## src/rtl/bis_pkg.sv

```systemverilog
package bis_pkg;

    localparam int MAX_WIDTH_DEF = 256;

    localparam int CFG_W    = 9;
    localparam int IDX_W    = 9;
    localparam int BYTE_W   = 8;
    localparam int VAL_W    = 24;
    localparam int COORD_W  = 18;
    localparam int FRAC_W   = 16;
    localparam int SCALED_W = 28;
    localparam int WEIGHT_W = 2 * (FRAC_W + 1) - 1;
    localparam int PROD_W   = VAL_W + WEIGHT_W + 1;
    localparam int SUM_W    = PROD_W + 2;

    localparam int IN_DATA_W  = 80;
    localparam int OUT_DATA_W = 24;

    localparam int QUEUE_DEPTH = 4;

    localparam logic [CFG_W-1:0] WIDTH_RESET = CFG_W'(256);
    localparam logic [CFG_W-1:0] WIDTH_MIN   = CFG_W'(2);

    localparam logic ACT_WRITE  = 1'b0;
    localparam logic ACT_SAMPLE = 1'b1;

    localparam logic signed [SCALED_W-1:0] ONE_Q16 = SCALED_W'(2 ** FRAC_W);

    typedef struct packed {
        logic              is_write;
        logic              rejected;
        logic [VAL_W-1:0]  wr_value;
        logic [IDX_W-1:0]  row0;
        logic [IDX_W-1:0]  row1;
        logic [IDX_W-1:0]  col0;
        logic [IDX_W-1:0]  col1;
        logic [FRAC_W-1:0] frac_x;
        logic [FRAC_W-1:0] frac_z;
    } bis_entry_t;

    // clamp a scaled Q.16 coordinate to [0, scale] and take the integer part
    function automatic logic [IDX_W-1:0] clamp_index(
        input logic signed [SCALED_W-1:0] v,
        input logic [IDX_W-1:0]           scale
    );
        logic signed [SCALED_W-1:0] top;
        logic [IDX_W-1:0]           idx;
        top = $signed({{(SCALED_W-IDX_W-FRAC_W){1'b0}}, scale, {FRAC_W{1'b0}}});
        if (v < 0)
        begin
            idx = '0;
        end
        else if (v > top)
        begin
            idx = scale;
        end
        else
        begin
            idx = v[FRAC_W+IDX_W-1:FRAC_W];
        end
        return idx;
    endfunction

endpackage

```

## src/rtl/bis_queue.sv

```systemverilog
module bis_queue (
    input  logic                clk,
    input  logic                rst_n,
    input  logic                push_valid,
    output logic                push_ready,
    input  bis_pkg::bis_entry_t push_entry,
    output logic                pop_valid,
    input  logic                pop_ready,
    output bis_pkg::bis_entry_t pop_entry
);
    import bis_pkg::*;

    localparam int PTR_W = $clog2(QUEUE_DEPTH);

    bis_entry_t       entry_reg [QUEUE_DEPTH];
    logic [PTR_W-1:0] wr_ptr_reg;
    logic [PTR_W-1:0] rd_ptr_reg;
    logic [PTR_W:0]   count_reg;
    logic             push;
    logic             pop;

    assign push_ready = (count_reg != (PTR_W+1)'(QUEUE_DEPTH));
    assign pop_valid  = (count_reg != '0);
    assign push       = push_valid && push_ready;
    assign pop        = pop_valid && pop_ready;
    assign pop_entry  = entry_reg[rd_ptr_reg];

    always_ff @(posedge clk or negedge rst_n)
    begin
        if (!rst_n)
        begin
            wr_ptr_reg <= '0;
            rd_ptr_reg <= '0;
            count_reg  <= '0;
        end
        else
        begin
            if (push)
            begin
                wr_ptr_reg <= wr_ptr_reg + 1'b1;
            end
            if (pop)
            begin
                rd_ptr_reg <= rd_ptr_reg + 1'b1;
            end
            if (push && !pop)
            begin
                count_reg <= count_reg + 1'b1;
            end
            else if (pop && !push)
            begin
                count_reg <= count_reg - 1'b1;
            end
        end
    end

    always_ff @(posedge clk)
    begin
        if (push)
        begin
            entry_reg[wr_ptr_reg] <= push_entry;
        end
    end

    a_count_tracks: assert property (@(posedge clk) disable iff (!rst_n)
        (push && !pop) |=> (count_reg == $past(count_reg) + 1'b1) &&
                           (wr_ptr_reg == $past(wr_ptr_reg) + 1'b1))
        else $error("queue count out of step with pointers");

endmodule

```

## config.mk

```make
export PLATFORM = sky130hd
export DESIGN_NAME = bis_queue
export DESIGN_NICKNAME = d
export VERILOG_FILES = /design/src/rtl/bis_pkg.sv /design/src/rtl/bis_queue.sv
export SDC_FILE = /design/constraint.sdc
export NUM_CORES = 1
export LEC_CHECK = 0
export ABC_AREA = 1
export BUFFER_PORTS_ARGS = -buffer_cell sky130_fd_sc_hd__buf_4
export CAP_MARGIN = 40
export CORE_MARGIN = 4
export CORE_UTILIZATION = 58
export DETAILED_ROUTE_END_ITERATION = 8
export GPL_ROUTABILITY_DRIVEN = 0
export PLACE_DENSITY_LB_ADDON = 0.3
export SLEW_MARGIN = 20
export SYNTH_ARGS = -nofsm -noshare
export SYNTH_HDL_FRONTEND = slang
export SYNTH_SLANG_ARGS = --single-unit
```

## constraint.sdc

```tcl
create_clock -name clk -period 5.7 [get_ports clk]
set_clock_uncertainty 0.05 [all_clocks]
set_input_delay 0.855 -clock clk [delete_from_list [all_inputs] [get_ports clk]]
set_output_delay 0.855 -clock clk [all_outputs]
set_load 0.02 [all_outputs]
```

==> summary.txt <==
Flow run
  – Max Cap Violations: 0

Die
  – Starting Density: 58.7%
  – Core Rows: 59
  – Die height: 170 um
  – Die X: 170 um
  – Ports: 194
  – Core Area: 26000 um^2
  – Die area: 29000 um^2

Yosys
  – Top cell type's share of synthesized area: 74.0%
  – Syn nets: 1260
  – Post-synthesis sequential area ratio: 75.1%
  – Dominant cell type by area after synthesis: edfxtp_1
  – Synth area leaders: edfxtp_1 (74%), o211ai_1 (9.2%), nand2_1 (7.4%)
  – Synthesized area per cell: 13.2 um^2
  – Flops & latches, synth: 383
  – Yosys warning total: 0
  – Syn Std Cell Area: 15300 um^2
  – Synth cell types: 18
  – Synth Instances: 1156

STA
  – Slew @ Worst Pin: 0.800 ns
  – Fmax: 269 MHz
  – Total negative slack: 0 ns
  – PnR worst setup slack: 1.98 ns
  – Setup violations, final: 0
  – Fin crit period: 3.72 ns
  – RSZ-0062 raised after global routing: no
  – Slew Viols, Final: 0
  – Final period utilization: 65.3%
  – Max_slew headroom: 46.7%
  – Hold Violations, Final: 0

Critical path
  – Cell family with most CP delay: buffers and inverters
  – Cell depth of the worst setup path: 7
  – Worst path max stage delay: 0.46 ns
  – Type of the worst setup path: reg -> out
  – Setup crit start: rd_ptr_reg[0]
  – Worst-path fanout max: 128
  – Reg2reg start: count_reg[0]
  – Crit path cell chain: inv_8 > buf_16 > buf_12 > nand2_1 > o211ai_1 > nand2_1 > buf_4
  – Crit path buf inv count: 4
  – Slowest library cell on the worst path: buf_12
  – Top cell by count, worst path: nand2_1
  – Worst path arrival time: 2.82 ns
  – Worst Reg2Reg Path Length in Cells: 5
  – Required time of the worst setup path: 4.80 ns
  – Crit path launch type: register
  – Crit end category: primary output

GRT
  – Vias in the first global route: 8993
  – GR Overflow Total: 0
  – Initial antenna violation count: 0
  – Total GRT Usage: 19.9%
  – Global-route wire length before repair: 45700 um
  – Maximum number of pins on one net before global-route repair: 129

Power
  – Comb pwr share: 37.3%
  – Internal power: 0.00655 W
  – Switching power: 0.00360 W
  – Reg power frac: 38.1%
  – Power per cell area: 553 nW/um^2
  – Post-route total power: 0.0102 W
  – Clock power share: 24.6%
  – Peak supply drop: 0.376 mV
  – Leak: 7.44 nW
  – Switching share of power: 35.5%

Detailed routing
  – DR WL/cell: 17.1 um
  – Initial drt markers: 600
  – Overall routed net length: 29200 um
  – Pre-antenna DRT Iters: 5
  – Mean number of vias per cell: 5.28
  – Drt drc: 0
  – Vias after detailed routing: 9029
  – Routed Antenna Nets: 0

Clock tree
  – CTS Buf Count: 39
  – CTS Root Cell: clkbuf_16
  – Post-cts gate resize count: 0
  – Clk buf depth: 3
  – CTS tree: built
  – Setup Buffers After CTS: 0
  – Clock-pin transition on the worst setup and hold timing paths: 0.06 ns
  – Clock Sinks: 383
  – H-Tree Depth: 2
  – Worst skew pair latency: 0.50 ns
  – Post-CTS Hold Buffers: 0

Outcome
  – Outcome: completed

Layout
  – Antenna diodes: 0
  – Share of cells above drive strength 1: 20.1%
  – P&R area growth vs syn: 20.3%
  – Nets@finish: 1450
  – Max reg flops: 376

Place
  – Post-Place Setup Slack: 2.50 ns
  – I/O Buffers: 193
  – Post-DP HPWL: 17200 um

Hold path
  – Hold/Removal Path Class: in -> async
==> cells in the final DEF, fill, tap and decap left out <==
cell       count
buf_16         5
nand4_1        1
inv_1        202
nor2_4         4
dfrtp_1        6
o211ai_1     188
dfrtp_4        1
clkbuf_8       2
clkbuf_1       6
clkinv_1       7
bufinv_16      4
edfxtp_1     376
clkbuf_16     41
nand2_1      299
ha_1           5
fa_1           1
o21ai_0        1
clkinv_2      10
clkinv_4       1
inv_4          1
nand3_1        7
buf_12         1
inv_8          1
buf_4        205
xnor2_1        1
==> cell type report <==
class / count / area [um^2]
Tap cell: 335 / 419
Multi-Input combinational cell: 507 / 2720
Clock buffer: 49 / 1080
Inverter: 204 / 776
Clock inverter: 22 / 205
Sequential cell: 383 / 11500
Fill cell: 1696 / 7630
Timing Repair Buffer: 211 / 1700
==> worst paths after layout <==
kind | to | slack (ns)
worst max-delay path | pop_entry[35] | 1.98
max in group asynchronous | rd_ptr_reg[1] | 5.33
worst min register to register | count_reg[2] | 0.46
worst min-delay path | rd_ptr_reg[0] | 0.11
worst max register to register | entry_reg[3][24] | 3.03
min in group clk | count_reg[2] | 0.46
==> power groups by stage <==
stage                     clock, W  sequential, W  combinational (W)
final                      0.00250        0.00387            0.00378
after global routing       0.00268        0.00391            0.00415
after CTS                  0.00255        0.00387            0.00381
after detailed placement         0        0.00392            0.00379
after global placement           0        0.00391            0.00366
after floorplan                  0        0.00393            0.00242
==> per-stage QoR <==
step                std cells  hold WS (ns)  utilization [%]  area, um^2
floorplan                1156         0.413                -       15300
global placement         1635         0.432             65.2       16900
detailed placement       1639         0.450             65.6       17100
CTS                      1710        0.0922             70.5       18300
global route             1711        0.0932             70.7       18400
finish                   1711         0.110             70.7       18400
==> per-layer routing <==
layer  part of all wire [%]  vias to the layer above  track usage [%]
met5                      0                        -                0
met4                    2.2                        0             5.94
met3                    6.0                       50             4.55
met2                     52                      237             35.7
met1                     40                     4320             24.3
li1                       -                     4422                -
==> cell families (layout without fill, tap and decap cells) <==
kind of cell,count (synthesis),count (layout),share of synthesized area (%)
AND/OR/NAND/NOR,311,311,7.72
AO/OA/AOI/OAI,189,189,9.28
flip-flops,383,383,75.1
adder cells (fa/ha/maj),6,6,0.541
buffers and inverters,266,486,7.26
XOR/XNOR,1,1,0.0574
==> cell usage after synthesis <==
cell type  instances
clkbuf_1           5
nand3_1            7
nor2_1             4
xnor2_1            1
inv_2              2
o211ai_1         188
buf_6              4
edfxtp_1         376
buf_1              4
o21ai_0            1
inv_1            202
nand2_1          299
ha_1               5
buf_2             42
buf_4              7
dfrtp_1            7
nand4_1            1
fa_1               1
==> worst reg2reg max path, stage by stage (launching register included) <==
cell and delay, ns:
dfrtp_1 0.42, inv_1 0.08, nand3_1 0.16, nand2_1 0.31, nor2_4 0.66, buf_4 0.59
(Power assumes the default switching activity.)
