===== src/rtl/bis_pkg.sv =====
package bis_pkg;

    localparam int MAX_WIDTH_DEF = 256;

    localparam int CFG_W    = 9;
    localparam int IDX_W    = 9;
    localparam int BYTE_W   = 8;
    localparam int VAL_W    = 24;
    localparam int COORD_W  = 18;
    localparam int FRAC_W   = 16;
    localparam int SCALED_W = 28;
    localparam int WEIGHT_W = 2 * (FRAC_W + 1) - 1;
    localparam int PROD_W   = VAL_W + WEIGHT_W + 1;
    localparam int SUM_W    = PROD_W + 2;

    localparam int IN_DATA_W  = 80;
    localparam int OUT_DATA_W = 24;

    localparam int QUEUE_DEPTH = 4;

    localparam logic [CFG_W-1:0] WIDTH_RESET = CFG_W'(256);
    localparam logic [CFG_W-1:0] WIDTH_MIN   = CFG_W'(2);

    localparam logic ACT_WRITE  = 1'b0;
    localparam logic ACT_SAMPLE = 1'b1;

    localparam logic signed [SCALED_W-1:0] ONE_Q16 = SCALED_W'(2 ** FRAC_W);

    typedef struct packed {
        logic              is_write;
        logic              rejected;
        logic [VAL_W-1:0]  wr_value;
        logic [IDX_W-1:0]  row0;
        logic [IDX_W-1:0]  row1;
        logic [IDX_W-1:0]  col0;
        logic [IDX_W-1:0]  col1;
        logic [FRAC_W-1:0] frac_x;
        logic [FRAC_W-1:0] frac_z;
    } bis_entry_t;

    // clamp a scaled Q.16 coordinate to [0, scale] and take the integer part
    function automatic logic [IDX_W-1:0] clamp_index(
        input logic signed [SCALED_W-1:0] v,
        input logic [IDX_W-1:0]           scale
    );
        logic signed [SCALED_W-1:0] top;
        logic [IDX_W-1:0]           idx;
        top = $signed({{(SCALED_W-IDX_W-FRAC_W){1'b0}}, scale, {FRAC_W{1'b0}}});
        if (v < 0)
        begin
            idx = '0;
        end
        else if (v > top)
        begin
            idx = scale;
        end
        else
        begin
            idx = v[FRAC_W+IDX_W-1:FRAC_W];
        end
        return idx;
    endfunction

endpackage


===== src/rtl/bis_front.sv =====
module bis_front (
    input  logic                                clk,
    input  logic                                rst_n,
    input  logic [bis_pkg::CFG_W-1:0]           width_eff,
    input  logic                                in_valid,
    output logic                                in_ready,
    input  logic                                action,
    input  logic [bis_pkg::BYTE_W-1:0]          row_index,
    input  logic [bis_pkg::BYTE_W-1:0]          column_index,
    input  logic [bis_pkg::VAL_W-1:0]           pixel_value,
    input  logic signed [bis_pkg::COORD_W-1:0]  coord_x,
    input  logic signed [bis_pkg::COORD_W-1:0]  coord_z,
    output logic                                push_valid,
    input  logic                                push_ready,
    output bis_pkg::bis_entry_t                 push_entry
);
    import bis_pkg::*;

    logic                       valid_reg;
    logic                       is_write_reg;
    logic                       rejected_reg;
    logic [BYTE_W-1:0]          row_reg;
    logic [BYTE_W-1:0]          col_reg;
    logic [VAL_W-1:0]           value_reg;
    logic signed [SCALED_W-1:0] xs_reg;
    logic signed [SCALED_W-1:0] zs_reg;
    logic [IDX_W-1:0]           scale_reg;

    logic                       advance;
    logic [IDX_W-1:0]           scale;
    logic                       rejected_next;
    logic signed [SCALED_W-1:0] xs_next;
    logic signed [SCALED_W-1:0] zs_next;
    logic [IDX_W-1:0]           cx0;
    logic [IDX_W-1:0]           cx1;
    logic [IDX_W-1:0]           cz0;
    logic [IDX_W-1:0]           cz1;

    assign advance  = !valid_reg || push_ready;
    assign in_ready = advance;

    assign scale = IDX_W'(width_eff - 1'b1);
    assign rejected_next = (action == ACT_WRITE) &&
                           ((CFG_W'(row_index) >= width_eff) ||
                            (CFG_W'(column_index) >= width_eff));
    assign xs_next = coord_x * $signed({1'b0, scale});
    assign zs_next = coord_z * $signed({1'b0, scale});

    always_ff @(posedge clk or negedge rst_n)
    begin
        if (!rst_n)
        begin
            valid_reg <= 1'b0;
        end
        else if (advance)
        begin
            valid_reg <= in_valid;
        end
    end

    always_ff @(posedge clk)
    begin
        if (advance && in_valid)
        begin
            is_write_reg <= (action == ACT_WRITE);
            rejected_reg <= rejected_next;
            row_reg      <= row_index;
            col_reg      <= column_index;
            value_reg    <= pixel_value;
            xs_reg       <= xs_next;
            zs_reg       <= zs_next;
            scale_reg    <= scale;
        end
    end

    assign cx0 = clamp_index(xs_reg, scale_reg);
    assign cx1 = clamp_index(xs_reg + ONE_Q16, scale_reg);
    assign cz0 = clamp_index(zs_reg, scale_reg);
    assign cz1 = clamp_index(zs_reg + ONE_Q16, scale_reg);

    always_comb
    begin
        push_entry.is_write = is_write_reg;
        push_entry.rejected = rejected_reg;
        push_entry.wr_value = value_reg;
        if (is_write_reg)
        begin
            push_entry.row0   = IDX_W'(row_reg);
            push_entry.row1   = IDX_W'(row_reg);
            push_entry.col0   = IDX_W'(col_reg);
            push_entry.col1   = IDX_W'(col_reg);
            push_entry.frac_x = '0;
            push_entry.frac_z = '0;
        end
        else
        begin
            push_entry.row0   = cx0;
            push_entry.row1   = cx1;
            push_entry.col0   = cz0;
            push_entry.col1   = cz1;
            // on an edge the weight of the far neighbor is zero
            push_entry.frac_x = (cx0 == cx1) ? '0 : xs_reg[FRAC_W-1:0];
            push_entry.frac_z = (cz0 == cz1) ? '0 : zs_reg[FRAC_W-1:0];
        end
    end

    assign push_valid = valid_reg;

    a_neighbor_adjacent: assert property (@(posedge clk) disable iff (!rst_n)
        (push_valid && !push_entry.is_write) |->
        ((push_entry.row1 == push_entry.row0 || push_entry.row1 == push_entry.row0 + 1'b1) &&
         (push_entry.col1 == push_entry.col0 || push_entry.col1 == push_entry.col0 + 1'b1)))
        else $error("neighbor index not adjacent to cell");

endmodule


===== config.mk =====
export PLATFORM = sky130hd
export DESIGN_NAME = bis_front
export DESIGN_NICKNAME = d
export VERILOG_FILES = /design/src/rtl/bis_pkg.sv /design/src/rtl/bis_front.sv
export SDC_FILE = /design/constraint.sdc
export NUM_CORES = 1
export LEC_CHECK = 0
export BUFFER_PORTS_ARGS = -buffer_cell sky130_fd_sc_hd__buf_2
export CORE_MARGIN = 4
export CORE_UTILIZATION = 63
export DETAILED_ROUTE_END_ITERATION = 10
export HOLD_SLACK_MARGIN = 0.12
export PLACE_DENSITY_LB_ADDON = 0.15
export SLEW_MARGIN = 30
export SYNTH_ARGS = -nofsm -noshare
export SYNTH_HDL_FRONTEND = slang
export SYNTH_SLANG_ARGS = --single-unit

===== constraint.sdc =====
create_clock -name clk -period 5.8 [get_ports clk]
set_input_delay 0.29 -clock clk [delete_from_list [all_inputs] [get_ports clk]]
set_output_delay 0.29 -clock clk [all_outputs]
set_load 0.01 [all_outputs]

==> impl_results.md, run 1 <==
* CP Capture Type: flop
* Core Area at 0.0299 mm^2
* Crit-path leading delay family: adder cells
* Final Skew at between 0.015 and 0.02 ns
* Pleak at around 12 nW
* Post-synthesis cell count at 2097
* Die Area at approximately 0.033 mm^2
* Setup violations, final at 7
* Most used cell, CP: fa_1
* Layout cells sized above 1 at a little under a quarter
* Crit path kind: in2reg
* # placed instances at 2789
* Antenna Violating Nets Remaining at 0
* Post-Syn Area at roughly 0.019 mm^2
* Layout Nets at a little over 3000
* Synth area leader: fa_1
* Num CTS Buffers at 9
* Ys async rst share at less than 1%
* Post-Layout Inst Area at between 0.02 and 0.025 mm^2
* Setup TNS at -1.17 ns
* Ys Warns at 0
* CTS tree: built
* Synth area leaders: fa_1 28%, edfxtp_1 17%, ha_1 12%
* Routed WL at 57.0 mm
* Port Buffers at about 190
* Max Freq at about 160 MHz
* Pwr dens at between 600 and 700 mW/mm^2
* Slew margin rel. at between 40% and 50%
* DR DRC count at 0
* Die Ht at approximately 180 um
* Clock transition at path regs at roughly 0.080 ns
* Gpl congestion at 1.06
* CP Max Fanout at 7
* Worst-path cell with the longest stage delay: fa_1
* Final cycle utilization of the critical path at 105%
* Clock Tree Buf Depth at 2
* All-layer global routing usage at between 30% and 40%
* Slowest Stage Delay on Critical Path at approximately 0.58 ns
* Grt total ovfl at 0
* Routed length per instance at just under 20 um
* Cell area after placement at around 0.022 mm^2
* Post-synth top flop: edfxtp_1
* Global-route wire length before repair at around 91 mm
* DR vias at about 17000
* Max Cap Viol at 0
* Antenna violations before repair at 1
* Power Total at 16.2 mW
* Initial DRC Count at between 1000 and 1500
* Post-synth top area share at 28.4%
* Die X at between 150 and 200 um
* Final Hold Viols at 0
* Layout area overhead at 23.3%
* Max H-tree Level at 3
* Post-synth EDFFs at about 110
* DR vias/cell at just under 6
* Root buf cell: clkbuf_16
* CP required at just under 6 ns
* TritonCTS Sinks at roughly 110
* #FFs+latches synth at roughly 110
* DPL Wire Length at about 43 mm
* Fin cells at between 2000 and 3000
* Outcome: finished, violations left
* Starting Density at 64.2%
* Failing checks: setup timing
* Dpl ws at -0.849 ns
* Final worst slack at -0.303 ns
* WP data arrival at 6.25 ns
* Crit start category: input port
* Vias in the first global route at between 15000 and 20000
* # rows at 63
* Peak supply drop at 0.773 mV
* Fin. max-slew vios at 0
* Syn Nets at approximately 2600
* Largest net degree at the start of global routing at 73
* TritonRoute pass-1 iters at 6
* Minimum clock period at about 6 ns
* Worst-margin pin slew at 0.845 ns
* Syn_area_per_cell at around 9.2 um^2
* Io pins at between 150 and 200
* HP Class: in2reg
* Crit path buf inv count at 9
* Yosys cell types at 98
* Post-synthesis sequential area ratio at between 10% and 20%
* Clk Latency, worst-skew pair at 0.40 ns
* Unrepaired setup endpoints after global routing: yes
## final timing paths
path / start / endpoint / slack, ns / cells after the start
max: width_eff[0] / xs_reg[26] / -0.30 / 27
min: column_index[0] / col_reg[0] / 0.15 / 1
max reg2reg: push_valid / col_reg[0] / 3.65 / 4
min reg2reg: push_valid / push_valid / 0.58 / 2
max in group asynchronous: rst_n / push_valid / 5.52 / 2
min in group asynchronous: rst_n / push_valid / 0.20 / 2
## per-stage QoR
step                util [%]  hold WS [ns]
global placement        73.8        0.0641
global route            79.2         0.142
detailed placement      73.8        0.0656
CTS                     77.9         0.142
floorplan                  -      -0.00559
finish                  79.2         0.146
## worst reg2reg max path: stages, from the launching register on
cell	delay [ns]
dfrtp_1	0.39
nand2b_1	0.13
and2_4	0.44
buf_16	0.28
buf_4	0.53
## cells by family (layout without fill, tap and decap cells)
| family | Yosys count | in the layout | share of synthesized area (%) |
|---|---|---|---|
| other cells | 0 | 1 | 0 |
| xor+xnor | 81 | 82 | 3.70 |
| buf+inv | 460 | 856 | 9.23 |
| flops | 108 | 108 | 16.9 |
| fa+ha+maj | 449 | 449 | 39.9 |
| compound gates | 316 | 316 | 11.1 |
| mux | 10 | 10 | 0.554 |
| simple gates | 673 | 673 | 18.6 |
## layout make-up
cell class                      instances  area (um^2)
Clock inverter                          7         66.3
Timing Repair Buffer                  456         3340
Sequential cell                       108         3240
Inverter                              384         1450
Antenna cell                            1         2.50
Multi-Input combinational cell       1530        14800
Fill cell                            1863         6220
Clock buffer                            9          225
Tap cell                              390          488
## power by group
part | leakage (nW) | internal (mW) | switching (mW)
Clock | 0.143 | 0.303 | 0.350
Sequential | 1.03 | 1.53 | 0.316
Combinational | 10.5 | 6.54 | 7.13
Total | 11.6 | 8.38 | 7.80
## Yosys cell counts, types with 20 or more instances
cell type / n
nand2_1: 234
o21ai_0: 73
xor2_1: 20
and2_1: 116
ha_1: 177
nor2_1: 74
fa_1: 272
nand3_1: 33
xnor2_1: 61
edfxtp_1: 107
a21oi_1: 88
inv_1: 383
clkbuf_1: 47
nor2b_1: 69
## metal layers
| metal | wire length, um | vias to the layer above | track usage (%) | share of wire [%] |
|---|---|---|---|---|
| met5 | 0 | - | 0 | 0 |
| met4 | 1880 | 0 | 11.3 | 3.3 |
| met3 | 4290 | 143 | 5.66 | 7.5 |
| met2 | 28200 | 804 | 58.3 | 49 |
| met1 | 22700 | 8285 | 44.6 | 40 |
| li1 | - | 7623 | - | - |
## cell usage in the layout, fill, tap and decap left out, types with 11 or more instances in the layout
| cell type | n |
|---|---|
| a211oi_1 | 13 |
| a21o_1 | 18 |
| a21oi_1 | 70 |
| a21oi_2 | 16 |
| and2_1 | 110 |
| and3_1 | 11 |
| buf_2 | 183 |
| buf_4 | 201 |
| buf_6 | 15 |
| dlygate4sd3_1 | 41 |
| edfxtp_1 | 107 |
| fa_1 | 267 |
| ha_1 | 167 |
| inv_1 | 373 |
| nand2_1 | 227 |
| nand2b_1 | 13 |
| nand3_1 | 32 |
| nand4_1 | 19 |
| nor2_1 | 70 |
| nor2_2 | 15 |
| nor2b_1 | 69 |
| nor3_1 | 13 |
| nor4_1 | 12 |
| o21ai_0 | 61 |
| o21ai_1 | 11 |
| o21bai_1 | 12 |
| xnor2_1 | 53 |
| xor2_1 | 19 |
## repair_timing
| item | in CTS | in global routing |
|---|---|---|
| hold buffers | 41 | 0 |
| cloned | 5 | 0 |
| pin swaps | 53 | 44 |
| gates resized for setup | 49 | 75 |
| setup buffers | 27 | 8 |
| hold endpoints to repair | 41 | 0 |
| endpoints found under the setup margin | 12 | 24 |
No activity file was read; power rests on OpenSTA's default activity.
==> inputs of run 2 (changes only) <==
- GPL_TIMING_DRIVEN: default -> 0
- TNS_END_PERCENT: default -> 1
==> run 2 against run 1 <==
  * The run still ends with setup timing left
  * Design area down 3.6%
  * First-iteration DRC count up 31%
  * Register-to-register slack better by 0.55 ns
  * Clock skew down 0.0024 ns
  * Clock power up 1%
  * Non-clock buffer count down 111
  * Cell count down 3.8%
  * Hold slack worse by 0.014 ns
  * Worst setup slack worse by 0.26 ns
  * Power down 8.4%
  * Critical path type unchanged
==> impl_results.md, run 2 (synthesis gave the netlist of run 1 again) <==
* Port Buffers at 169 (was 185)
* Hold path depth at 1 (unchanged)
* Final Skew at 0.0149 ns (was 0.0173 ns)
* R2R Path Start: push_valid (unchanged)
* Minimum clock period at 6.37 ns (was 6.10 ns)
* Clock transition at path regs at 0.09 ns (was 0.08 ns)
* CP Max Fanout at 5 (was 7)
* CTS tree: built (unchanged)
* Fin. max-slew vios at 0 (unchanged)
* Switching Power at 7.49 mW (was 7.80 mW)
* Max H-tree Level at 3 (unchanged)
* All-layer global routing usage at 36.0% (was 34.1%)
* Power Total at 14.8 mW (was 16.2 mW)
* Slew margin rel. at 38.2% (was 43.3%)
* Failing checks: setup timing (unchanged)
* Peak supply drop at 1.04 mV (was 0.773 mV)
* Die Ht at 183 um (unchanged)
* Layout Nets at 2916 (was 3028)
* Die Area at 0.0333 mm^2 (unchanged)
* HP Class: in2reg (unchanged)
* Layout cells sized above 1 at 18.8% (was 23.7%)
* Unrepaired setup endpoints after global routing: yes (unchanged)
* Pleak at 10.9 nW (was 11.6 nW)
* Reg2reg setup slack at 4.20 ns (was 3.65 ns)
* Clock Tree Buf Depth at 2 (unchanged)
* Pint at 7.32 mW (was 8.38 mW)
* Antenna Violating Nets Remaining at 0 (unchanged)
* Routed WL at 60.2 mm (was 57.0 mm)
* Routed length per instance at 21.7 um (was 19.8 um)
* Grt total ovfl at 0 (unchanged)
* DR DRC count at 0 (unchanged)
* Pwr dens at 650 mW/mm^2 (was 684 mW/mm^2)
* Setup violations, final at 12 (was 7)
* Core Area at 0.0299 mm^2 (unchanged)
* Max Cap Viol at 0 (unchanged)
* Final cycle utilization of the critical path at 110% (was 105%)
* CP required at 5.92 ns (was 5.95 ns)
* Sw Share at 50.6% (was 48.2%)
* Area of the multi-input gates at 0.0149 mm^2 (was 0.0148 mm^2)
* CP Capture Type: flop (unchanged)
* Most frequent cells in the layout: 374 x inv_1, 270 x fa_1, 230 x nand2_1 (was 373 x inv_1, 267 x fa_1, 227 x nand2_1)
* Max Freq at 157 MHz (was 164 MHz)
* FILL cells at 1968 (was 1863)
* Fin cells at 2776 (was 2885)
* Comb pwr share at 83.5% (was 84.5%)
* Hold_sp: column_index[1] (was column_index[0])
* DR vias at 16800 (was 16900)
* DPL Wire Length at 43.6 mm (was 42.7 mm)
* Final Hold Viols at 0 (unchanged)
* # rows at 63 (unchanged)
* Worst R2R End: xs_reg[27] (was col_reg[0])
* Worst Reg2Reg Path Length in Cells at 3 (was 4)
* Leading cell type in the layout, fill and taps excluded: inv_1 (unchanged)
* Antenna violations before repair at 4 (was 1)
* Layout area overhead at 18.8% (was 23.3%)
* WP data arrival at 6.49 ns (was 6.25 ns)
* Starting Density at 64.2% (unchanged)
* Vias in the first global route at 17500 (was 17900)
* Final worst slack at -0.568 ns (was -0.303 ns)
* Clock network power share at 4.5% (was 4.0%)
* Worst hold endpoint: col_reg[1] (was col_reg[0])
* FF/Latch Area at 0.00324 mm^2 (unchanged)
* # placed instances at 2658 (was 2789)
* Num CTS Buffers at 9 (unchanged)
* Crit path kind: in2reg (unchanged)
* TritonCTS Sinks at 108 (unchanged)
* Initial DRC Count at 1627 (was 1239)
* TritonRoute pass-1 iters at 9 (was 6)
* Crit start category: input port (unchanged)
* Worst-margin pin slew at 0.920 ns (was 0.845 ns)
* Die X at 183 um (unchanged)
* Clk Latency, worst-skew pair at 0.38 ns (was 0.40 ns)
* Largest net degree at the start of global routing at 50 (was 73)
* DR vias/cell at 6.06 (was 5.84)
* Part of the power in registers at 12.1% (was 11.4%)
* Gpl congestion at 0.938 (was 1.06)
* Global-route wire length before repair at 94.6 mm (was 91.1 mm)
* Root buf cell: clkbuf_16 (unchanged)
* Outcome: finished, violations left (unchanged)
* Io pins at 186 (unchanged)
run 2: cell count changes in the layout (fill, tap and decap cells not counted), sizes merged:
cell         change
buf            -155
clkbuf          +46
clkinv           -2
clkinvlp         +2
diode            +3
dlygate4sd3      -2
xnor2            -1
run 2: final cells by class:
class | count | share of cell area, %
Antenna cell | 4 | 0.0439
Buffer | 75 | 2.51
Clock buffer | 9 | 0.988
Clock inverter | 7 | 0.318
Inverter | 384 | 6.36
Multi-Input combinational cell | 1529 | 65.5
Sequential cell | 108 | 14.2
Tap cell | 390 | 2.14
Timing Repair Buffer | 270 | 7.95
run 2: worst max-delay path: stages:
cell	delay (ns)
buf_16	0.13
clkinvlp_4	0.10
buf_12	0.12
ha_4	0.20
nand3_4	0.11
xnor2_4	0.37
buf_4	0.22
and2_1	0.15
fa_1	0.44
fa_1	0.58
fa_1	0.45
fa_1	0.54
inv_1	0.08
fa_1	0.51
inv_1	0.08
ha_4	0.23
and3_4	0.20
and3_4	0.17
a22oi_2	0.13
o21ai_2	0.12
o221ai_2	0.18
o21ai_2	0.09
or4_4	0.48
a31o_2	0.22
a21oi_2	0.17
xnor2_2	0.10
run 2: layer usage:
layer	up-vias	GRT usage, %	part of all wire (%)
met4	2	15.6	5.4
met5	-	0	0.020
met1	8135	48.2	38
li1	7405	-	-
met2	1035	58.2	47
met3	233	6.36	10
run 2: worst max-delay path by stage:
stage                      start    endpoint  slack (ns)  depth (start not counted)
finish              width_eff[0]  xs_reg[27]       -0.57                         26
global route        width_eff[0]  xs_reg[27]       -0.73                         29
global placement    width_eff[0]  xs_reg[26]       -1.79                         25
detailed placement  width_eff[0]  zs_reg[27]       -1.91                         23
CTS                 width_eff[0]  xs_reg[27]       -0.45                         28
floorplan           width_eff[0]  xs_reg[26]       -0.35                         27
run 2: what timing repair did:
item	in CTS	in global routing
gates resized for setup	121	36
pin swaps	43	9
endpoints found under the hold margin	39	0
cloned	1	0
setup endpoints to repair	33	52
setup buffers	57	2
hold buffers	39	0
run 2: through the flow:
step                      setup WS (ns)  cell area (um^2)  hold slack, ns  setup TNS, ns  util (%)
after global placement            -1.79             20800          0.0647         -37.04      69.6
after global routing             -0.735             22800           0.127          -7.33      76.3
after detailed placement          -1.91             20900          0.0692         -39.99      69.8
final                            -0.568             22800           0.132          -3.31      76.3
after floorplan                  -0.350             19500        -0.00559          -1.44         -
after CTS                        -0.447             22600           0.121          -1.99      75.7
run 2: power groups by stage:
| stage | clock [mW] | combinational [mW] | sequential [mW] |
|---|---|---|---|
| CTS | 0.666 | 11.6 | 1.77 |
| global route | 0.699 | 13.6 | 1.81 |
| global placement | 0 | 10.1 | 1.79 |
| detailed placement | 0 | 10.3 | 1.79 |
| floorplan | 0 | 8.04 | 1.71 |
| finish | 0.661 | 12.4 | 1.79 |
